`config.mk`:
```
export PLATFORM = sky130hd
export DESIGN_NAME = spi_sensor_register_slave_core
export DESIGN_NICKNAME = d
export VERILOG_FILES = /design/src/hw/rtl/ssrs_pkg.sv /design/src/hw/rtl/spi_sensor_register_slave_core.sv
export SDC_FILE = /design/constraint.sdc
export NUM_CORES = 1
export LEC_CHECK = 0
export ABC_CLOCK_PERIOD_IN_PS = 2490
export BUFFER_PORTS_ARGS = -buffer_cell sky130_fd_sc_hd__buf_2
export CAP_MARGIN = 20
export CORE_MARGIN = 2
export CORE_UTILIZATION = 55
export CTS_BUF_LIST = sky130_fd_sc_hd__clkbuf_8
export CTS_CLUSTER_SIZE = 25
export DETAILED_ROUTE_END_ITERATION = 8
export MAX_ROUTING_LAYER = met4
export PLACE_DENSITY = 0.85
export SYNTH_ARGS = -nofsm -noshare
export SYNTH_HDL_FRONTEND = slang
export SYNTH_SLANG_ARGS = --single-unit
```
`constraint.sdc`:
```
create_clock -name clock -period 2.49 [get_ports clock]
set_input_delay 0.1245 -clock clock [delete_from_list [all_inputs] [get_ports clock]]
set_output_delay 0.1245 -clock clock [all_outputs]
set_load 0.05 [all_outputs]
```
`src/hw/rtl/ssrs_pkg.sv`:
```
package ssrs_pkg;

   localparam int unsigned TABLE_LEN = 10;

   localparam logic [3:0] POS_LAST = 4'(TABLE_LEN - 1);

   localparam logic [7:0] DEVICE_ID_RESET = 8'hCD;
   localparam logic [7:0] ADDR_DEVICE_ID  = 8'h00;
   localparam logic [7:0] ADDR_TEMP       = 8'h01;
   localparam logic [7:0] ADDR_PRES       = 8'h02;
   localparam logic [7:0] READ_IDLE       = 8'hFF;

   localparam logic [7:0] TEMP_VALUES [16] = '{
      8'd20, 8'd21, 8'd22, 8'd23, 8'd24, 8'd23, 8'd22, 8'd21,
      8'd20, 8'd19, 8'd20, 8'd21, 8'd22, 8'd23, 8'd24, 8'd23
   };

   localparam logic [7:0] PRES_VALUES [16] = '{
      8'd45, 8'd47, 8'd50, 8'd52, 8'd55, 8'd53, 8'd50, 8'd48,
      8'd45, 8'd43, 8'd45, 8'd47, 8'd50, 8'd52, 8'd55, 8'd53
   };

   function automatic logic [7:0] read_register(
      input logic [7:0] addr,
      input logic [3:0] pos,
      input logic [7:0] device_id
   );
      logic [7:0] value;
      unique case (addr)
         ADDR_DEVICE_ID: value = device_id;
         ADDR_TEMP:      value = TEMP_VALUES[pos];
         ADDR_PRES:      value = PRES_VALUES[pos];
         default:        value = READ_IDLE;
      endcase
      return value;
   endfunction

endpackage

```
`src/hw/rtl/spi_sensor_register_slave_core.sv`:
```
// SPI mode-0 register read slave with address auto-increment.
// req_ channel: one transfer per system clock while req_stall is low carries one
// sample of the SPI pins (chip_select_n, serial_clock, mosi); edges are found by
// comparing with the previous accepted sample. rsp_ channel: one transfer per request
// carries the MISO level to drive (1 while not selected).
// csr_ channel: writes device_id, the value read at address zero; it is
// always ready and takes effect for the next request.
// Response: the MISO level of an accepted request is registered in the response
// register, or in the skid register while the response register is held.
// Throughput: one request per cycle while req_stall is low, set by the single state
// update and response register.
// Stall: an accepted request whose response cannot leave goes into a one-entry
// skid register; req_stall rises only while that skid entry is full, so
// nothing is lost or repeated.
// Reset (synchronous, active high): deselected, transmit shifter all ones,
// address zero, sample position zero, device_id 0xCD, both response
// registers empty.
module spi_sensor_register_slave_core (
   input  logic       clock,
   input  logic       reset,
   input  logic       req_valid,
   output logic       req_stall,
   input  logic       req_chip_select_n,
   input  logic       req_serial_clock,
   input  logic       req_mosi,
   output logic       rsp_valid,
   input  logic       rsp_stall,
   output logic       rsp_miso_bit,
   input  logic       csr_valid,
   output logic       csr_ready,
   input  logic [7:0] csr_data
);
   import ssrs_pkg::*;

   logic       selected_ff, selected_in;
   logic       last_select_ff;
   logic       last_clock_ff;
   logic [2:0] bits_ff, bits_in;
   logic [7:0] rx_ff, rx_in;
   logic [7:0] tx_ff, tx_in;
   logic       addr_rcvd_ff, addr_rcvd_in;
   logic [7:0] cur_reg_ff, cur_reg_in;
   logic [3:0] pos_ff, pos_in;
   logic [7:0] device_id_ff;

   logic rsp_valid_ff, rsp_valid_in;
   logic rsp_miso_ff, rsp_miso_in;
   logic skid_valid_ff, skid_valid_in;
   logic skid_miso_ff;

   logic accept;
   logic out_free;
   logic sel_fall, sel_rise, clk_rise, clk_fall;
   logic [7:0] rx_next;
   logic [7:0] tx_mid;
   logic [7:0] next_reg;
   logic miso;

   assign csr_ready = 1'b1;
   assign req_stall = skid_valid_ff;
   assign accept    = req_valid && !skid_valid_ff;
   assign out_free  = !rsp_valid_ff || !rsp_stall;

   assign sel_fall = last_select_ff && !req_chip_select_n;
   assign sel_rise = !last_select_ff && req_chip_select_n;

   always_comb begin
      selected_in  = selected_ff;
      bits_in      = bits_ff;
      rx_in        = rx_ff;
      tx_mid       = tx_ff;
      addr_rcvd_in = addr_rcvd_ff;
      cur_reg_in   = cur_reg_ff;
      pos_in       = pos_ff;
      if (sel_fall) begin
         selected_in  = 1'b1;
         bits_in      = '0;
         addr_rcvd_in = 1'b0;
         rx_in        = '0;
         tx_mid       = READ_IDLE;
      end else if (sel_rise) begin
         if (selected_ff) begin
            pos_in = (pos_ff == POS_LAST) ? '0 : pos_ff + 4'd1;
         end
         selected_in = 1'b0;
      end
      tx_in    = tx_mid;
      rx_next  = {rx_in[6:0], req_mosi};
      next_reg = addr_rcvd_in ? cur_reg_ff + 8'd1 : rx_next;
      clk_rise = selected_in && !last_clock_ff && req_serial_clock;
      clk_fall = selected_in && last_clock_ff && !req_serial_clock;
      miso     = selected_in ? tx_ff[7] : 1'b1;
      if (clk_rise) begin
         if (bits_in == 3'd7) begin
            cur_reg_in   = next_reg;
            tx_in        = read_register(next_reg, pos_ff, device_id_ff);
            addr_rcvd_in = 1'b1;
            bits_in      = '0;
            rx_in        = '0;
         end else begin
            rx_in   = rx_next;
            bits_in = bits_in + 3'd1;
         end
      end
      if (clk_fall) begin
         miso  = tx_mid[7];
         tx_in = {tx_mid[6:0], 1'b0};
      end
   end

   always_comb begin
      rsp_valid_in  = rsp_valid_ff;
      rsp_miso_in   = rsp_miso_ff;
      skid_valid_in = skid_valid_ff;
      if (out_free) begin
         if (skid_valid_ff) begin
            rsp_valid_in  = 1'b1;
            rsp_miso_in   = skid_miso_ff;
            skid_valid_in = 1'b0;
         end else begin
            rsp_valid_in = accept;
            rsp_miso_in  = miso;
         end
      end else if (accept) begin
         skid_valid_in = 1'b1;
      end
   end

   always_ff @(posedge clock) begin
      if (reset) begin
         selected_ff    <= 1'b0;
         last_select_ff <= 1'b1;
         last_clock_ff  <= 1'b0;
         bits_ff        <= '0;
         rx_ff          <= '0;
         tx_ff          <= READ_IDLE;
         addr_rcvd_ff   <= 1'b0;
         cur_reg_ff     <= '0;
         pos_ff         <= '0;
         device_id_ff   <= DEVICE_ID_RESET;
         rsp_valid_ff   <= 1'b0;
         skid_valid_ff  <= 1'b0;
      end else begin
         if (csr_valid && csr_ready) begin
            device_id_ff <= csr_data;
         end
         if (accept) begin
            selected_ff    <= selected_in;
            last_select_ff <= req_chip_select_n;
            last_clock_ff  <= req_serial_clock;
            bits_ff        <= bits_in;
            rx_ff          <= rx_in;
            tx_ff          <= tx_in;
            addr_rcvd_ff   <= addr_rcvd_in;
            cur_reg_ff     <= cur_reg_in;
            pos_ff         <= pos_in;
         end
         rsp_valid_ff  <= rsp_valid_in;
         skid_valid_ff <= skid_valid_in;
      end
   end

   always_ff @(posedge clock) begin
      rsp_miso_ff <= rsp_miso_in;
      if (accept && !out_free) begin
         skid_miso_ff <= miso;
      end
   end

   assign rsp_valid    = rsp_valid_ff;
   assign rsp_miso_bit = rsp_miso_ff;

endmodule

```
=== Word-level counts from Yosys, hierarchy flattened ===
Memory sizes are Yosys's and may differ from the RTL's.
Cells that the tools add are included.

* Word-level logic and storage cells: 73
* Memory bits (read-only): 256
* Memories kept: 2
* Bits in registers: 46
* Input port bits: 16
* Output and inout bits: 4

* Bitwise logic cells: 2
* $lt $le $gt $ge: 1
* Reduce and logical (&&, ||, !) cells: 21
* Add/sub/neg operators: 3
* Mux-type cells: 26
* Eq/ne operators: 4

{| class="wikitable"
|+ Memories
! memory !! words !! bits a word !! read ports !! clocked after memory_dff !! write ports !! RTL line !! source
|-
| (name not given) || 16 || 8 || 1 || 0 || 0 || ssrs_pkg.sv:32 || <nowiki>ADDR_PRES: value = PRES_VALUES[pos];</nowiki>
|-
| (name not given) || 16 || 8 || 1 || 0 || 0 || ssrs_pkg.sv:31 || <nowiki>ADDR_TEMP: value = TEMP_VALUES[pos];</nowiki>
|}

{| class="wikitable"
|+ Operators with widths
! cell !! number
|-
| $mux 8 || 9
|-
| $pmux 8 s3 || 1
|-
| $mux 7 || 3
|-
| $mux 1 || 9
|-
| $mux 3 || 3
|-
| $add 8x1->8 const B || 1
|-
| $eq 8x1->1 const B || 1
|-
| $eq 8x2->1 const B || 1
|-
| $logic_and 1x1->1 || 8
|-
| $logic_not 1->1 || 8
|-
| $logic_not 8->1 || 1
|-
| $ge 5x5->1 const B || 1
|-
| $not 4->5 || 1
|-
| $add 4x1->4 const B || 1
|-
| $eq 4x4->1 const B || 1
|-
| $mux 4 || 1
|-
| $reduce_and 4->1 || 1
|-
| $add 3x1->3 const B || 1
|-
| $eq 3x3->1 const B || 1
|-
| $reduce_and 3->1 || 1
|-
| $reduce_or 2->1 || 1
|-
| $logic_or 1x1->1 || 1
|-
| $not 1->1 || 1
|}

=== Longest topological paths before layout ===
* Depth in word-level cells: 9
* Mapped depth: 10

=== Worst setup path before layout ===
OpenSTA, ideal clock, no wires.

* Kind: register -> register
* Start point: register last_select_ff
* End point: register tx_ff[0]
* Period minus slack after synthesis: 2.059 ns
* Buffers on the path: 1
* Setup time: 0.128 ns
* Path slack: 0.431 ns
* Stages on the path, launching flop included: 10
* Data arrival time: 1.932 ns
* Cell sequence: dfxtp_1 -> nand2b_1 -> clkbuf_1 -> and2_1 -> ha_1 -> ha_1 -> nand2_1 -> nor4_2 -> and4_4 -> o211ai_1

* Cells in the longest elaborated chain, start to end: 8
* Elaborated cells between the ends (all ways): 22
* Classes of those cells: 3 x eq/ne; 11 x mux; 8 x reduce/logical

{| class="wikitable"
|+ Ends and longest elaborated chain
! element !! RTL line !! source
|-
| start: declaration || spi_sensor_register_slave_core.sv:36 || <nowiki>logic last_select_ff;</nowiki>
|-
| start signal: assignment || spi_sensor_register_slave_core.sv:149 || <nowiki>last_select_ff <= req_chip_select_n;</nowiki>
|-
| $logic_and 1x1->1 or $logic_not 1->1 (tied branches) || spi_sensor_register_slave_core.sv:64, spi_sensor_register_slave_core.sv:65 ||
|-
| $mux 1, or another cell as far along || spi_sensor_register_slave_core.sv:75 || <nowiki>if (sel_fall) begin</nowiki>
|-
| $mux 8 or $mux 1 (tied branches) || spi_sensor_register_slave_core.sv:89, spi_sensor_register_slave_core.sv:81 ||
|-
| $eq 8x2->1, or another cell as far along || ssrs_pkg.sv:29 || <nowiki>unique case (addr)</nowiki>
|-
| $pmux 8 s3 or $logic_and 1x1->1 (tied branches) || ssrs_pkg.sv:29, spi_sensor_register_slave_core.sv:90 ||
|-
| $mux 8 or $logic_and 1x1->1 (tied branches) || spi_sensor_register_slave_core.sv:94, spi_sensor_register_slave_core.sv:90 ||
|-
| $mux 8 || spi_sensor_register_slave_core.sv:93 || <nowiki>if (clk_rise) begin</nowiki>
|-
| $mux 8 * || spi_sensor_register_slave_core.sv:105 || <nowiki>if (clk_fall) begin</nowiki>
|-
| end signal: assignment || spi_sensor_register_slave_core.sv:153 || <nowiki>tx_ff <= tx_in;</nowiki>
|-
| end: declaration || spi_sensor_register_slave_core.sv:40 || <nowiki>logic [7:0] tx_ff, tx_in;</nowiki>
|}

Mark *: on every way between the ends. The rest lies on a longest branch, timed or not.
A chain may end at the register's enable or synchronous reset.

=== Worst setup path after layout ===
* Start point: register last_select_ff
* End point: register cur_reg_ff[5]

* Cells in the longest elaborated chain, start to end: 7
* Elaborated cells between the ends (all ways): 13
* Classes of those cells: 1 x eq/ne; 6 x mux; 6 x reduce/logical

{| class="wikitable"
|+ Ends and longest elaborated chain
! element !! RTL line !! source
|-
| $logic_not 1->1 || spi_sensor_register_slave_core.sv:65 || <nowiki>assign sel_rise = !last_select_ff && req_chip_select_n;</nowiki>
|-
| $logic_and 1x1->1 || spi_sensor_register_slave_core.sv:65 ||
|-
| $mux 1 || spi_sensor_register_slave_core.sv:81 || <nowiki>end else if (sel_rise) begin</nowiki>
|-
| $mux 1 || spi_sensor_register_slave_core.sv:75 ||
|-
| $logic_and 1x1->1 (2 in a row) || spi_sensor_register_slave_core.sv:90 || <nowiki>clk_rise = selected_in && !last_clock_ff && req_serial_clock;</nowiki>
|-
| $reduce_and 3->1 (no line) || -- ||
|-
| end signal: assignment || spi_sensor_register_slave_core.sv:155 || <nowiki>cur_reg_ff <= cur_reg_in;</nowiki>
|-
| end: declaration || spi_sensor_register_slave_core.sv:42 || <nowiki>logic [7:0] cur_reg_ff, cur_reg_in;</nowiki>
|}

Several ways; a longest one is shown, not always the timed one.

==> summary.md <==
| Metric | Value |
|---|---|
| PnR worst setup slack | 0.367 ns |
| Avg Cell Area, Syn | 8.34 µm² |
| Pwr Density | 524 nW/µm² |
| Die Width | 73.2 µm |
| Grt total ovfl | 0 |
| CTS Buffer Depth | 2 |
| # fillers | 412 |
| Residual DRC | 0 |
| Vias | 2,314 |
| Final hold vios | 0 |
| CTS tree | built |
| # diodes | 0 |
| Place WS | 0.396 ns |
| Buffers on Ports | 18 |
| Setup CP Type | reg -> reg |
| P&R area growth vs syn | 9.02% |
| Clock sink total | 46 |
| Critical Path Fanout Max | 13 |
| Routed WL per cell | 15.2 µm |
| Tmin final | 2.12 ns |
| RSZ-0062 raised after global routing | no |
| Async set or reset register ratio after synthesis | 0 |
| Max VDD drop | 0.322 mV |
| Clock power share | 0.372 |
| Prevailing post-synth register cell | dfxtp_1 |
| Final std cells w/o fill | 384 |
| Vias per inst | 6.03 |
| Switching power | 0.384 mW |
| Mapped Cells | 316 |
| Status | finished, final reports clean |
| Vias in the first global route | 2,214 |
| CTS Buf Count | 5 |
| Logic pwr share | 0.111 |
| CP arrival | 2.30 ns |
| CP Launch Type | flip-flop |
| Largest net degree at the start of global routing | 35 |
| CTS clock-pin slew for the worst setup and hold paths | 0.09 ns |
| CTS Hold Buffers Added | 0 |
| Mapped Area | 2640 µm² |
| Final worst-path cycle share | 0.853 |
| P_int | 1.12 mW |
| Initial core utilization | 0.565 |
| Dpl cells | 376 |
| R2R setup slack | 0.37 ns |
| DRT antenna net count | 0 |
| Distinct cells, synth | 57 |
| Post-synth EDFFs | 2 |
| Post-CTS Repair Setup Buffers | 0 |
| Sw frac | 0.255 |
| Number of synthesized register bits | 46 |
| # rows | 25 |
| Worst-Skew Late Latency | 0.31 ns |
| Worst Setup End Kind | flip-flop |
| Core area | 4660 µm² |
| Drt total wl | 5.84 mm |
| Global-route wire length before repair | 9.73 mm |
| Syn_nets | 341 |
| Fmax | 471 MHz |
| Nets | 354 |
| Gpl congestion | 0.924 |
| Fin. max-slew vios | 0 |
| Clock Skew | 0.00850 ns |
| Die Height | 73.2 µm |
| CTS H-tree depth | 2 |
| Min-delay worst type | in -> reg |
| GRT Total Usage | 0.239 |
| Synth warn | 0 |
| Endpoints failing setup | 0 |
| Reg power frac | 0.517 |
| Share of layout cells above drive strength 1 | 0.130 |
| I/O Pins | 20 |
| HPWL Detailed | 4.22 mm |
| Worst-Margin Slew | 0.643 ns |
| Initial antenna violation count | 0 |
| Slew margin rel. | 0.571 |
| Initial DRC count | 245 |
| Root Buffer | clkbuf_8 |
| Sequential fraction of the synthesis area | 0.357 |
| Worst Path Required | 2.66 ns |
| Leak pwr | 1.09 nW |
| Die area | 5360 µm² |
| Post-route setup TNS | 0 ns |
| Layout Utilization | 0.616 |
| Post-CTS Resized | 0 |
| Drt pass-1 iters | 4 |
| Max Cap Viol | 0 |
[registers in the layout (all words and copies together), names as in the netlist, 3 cells and up]
signal	cells
bits_ff	3
tx_ff	8
device_id_ff	8
rx_ff	7
cur_reg_ff	8
pos_ff	4
[cells in the mapped netlist (5+ instances only)]
master	n	area, µm²
dfxtp_1	44	881
nor2_1	44	165
nand2_1	26	97.6
a21oi_1	21	105
o21ai_0	21	105
mux2i_1	18	180
clkbuf_1	10	37.5
a22oi_1	9	67.6
ha_1	9	113
inv_1	8	30.0
a32oi_1	6	52.6
buf_2	6	30.0
and3_1	5	31.3
nand2b_1	5	31.3
nand3_1	5	25.0
nor3_1	5	25.0
o211ai_1	5	37.5
[cell usage in the layout, fill, tap and decap left out, types with 2 or more instances in the layout]
cell | netlist | routed
nor3b_1 | 3 | 3
nor2_1 | 44 | 44
o211a_1 | 2 | 2
buf_4 | 1 | 6
and2_1 | 4 | 4
buf_2 | 6 | 18
xnor2_1 | 4 | 4
a21oi_1 | 21 | 21
a22oi_1 | 9 | 9
a21o_1 | 3 | 3
xor2_1 | 3 | 3
nor2b_1 | 4 | 4
and4_1 | 2 | 2
nor4_1 | 2 | 2
nand2b_1 | 5 | 5
a211oi_1 | 4 | 4
mux2_2 | 3 | 3
nand3_1 | 5 | 5
clkinvlp_4 | 0 | 2
mux2i_1 | 18 | 18
o211ai_1 | 5 | 5
inv_1 | 8 | 8
o21a_1 | 3 | 3
o21ai_0 | 21 | 21
a32oi_1 | 6 | 6
ha_1 | 9 | 9
dfxtp_1 | 44 | 44
nand2_1 | 26 | 26
clkbuf_8 | 0 | 5
and3_1 | 5 | 5
o21bai_1 | 2 | 2
o22ai_1 | 3 | 3
nor3_1 | 5 | 5
edfxtp_1 | 2 | 2
[critical path, stage by stage (launching register included)]
cell and delay [ns]:
dfxtp_1 0.38, nand2b_1 0.17, and2_1 0.15, ha_1 0.15, ha_1 0.21, and3_1 0.52
o21ai_0 0.17, a32oi_1 0.17, nor2_1 0.06
[per-stage QoR]
stage,hold WS (ns),cell area [µm²],power [mW]
2_1_floorplan,0.253,2640,0.913
3_3_place_gp,0.340,2760,0.955
3_5_place_dp,0.346,2760,0.960
4_1_cts,0.0289,2870,1.52
5_1_grt,0.0282,2870,1.57
6_report,0.0312,2870,1.51
[final cells by class]
type | instances | area [µm²] | share of cell area
clock buffer | 5 | 68.8 | 0.0240
sequential | 46 | 941 | 0.328
timing repair buffer | 24 | 135 | 0.0470
multi-input combinational | 243 | 1580 | 0.551
tap | 54 | 67.6 | 0.0235
inverter | 9 | 33.8 | 0.0118
clock inverter | 3 | 45.0 | 0.0157
[cell families (layout without fill, tap and decap cells)]
group                    count (synthesis)  in the layout  share of synthesized area
flip-flops                              46             46                      0.357
buffers and inverters                   27             41                     0.0427
AO/OA/AOI/OAI                           93             93                      0.241
multiplexers                            22             22                     0.0897
other                                    1              1                    0.00142
AND/OR/NAND/NOR                        111            111                      0.202
XOR/XNOR                                 7              7                     0.0233
adder cells (fa/ha/maj)                  9              9                     0.0427
[final timing paths]
check / start / end / depth (start not counted)
max: last_select_ff / cur_reg_ff[5] / 8
min: csr_data[6] / device_id_ff[6] / 3
max reg2reg: last_select_ff / cur_reg_ff[5] / 8
min reg2reg: last_clock_ff / last_clock_ff / 2
[routing by layer]
metal	vias up	GRT usage	routed length (µm)
li1	1174	-	-
met1	1066	0.282	2610
met2	59	0.388	2750
met3	15	0.0635	326
met4	0	0.0905	146
met5	-	-	0
[power groups by stage]
stage / registers (mW) / clock network [mW] / logic [mW]
CTS: 0.778 / 0.573 / 0.166
global placement: 0.794 / 0 / 0.161
floorplan: 0.798 / 0 / 0.115
detailed placement: 0.796 / 0 / 0.164
finish: 0.779 / 0.561 / 0.167
global route: 0.782 / 0.607 / 0.183
Power figures use the tool's default switching activity.
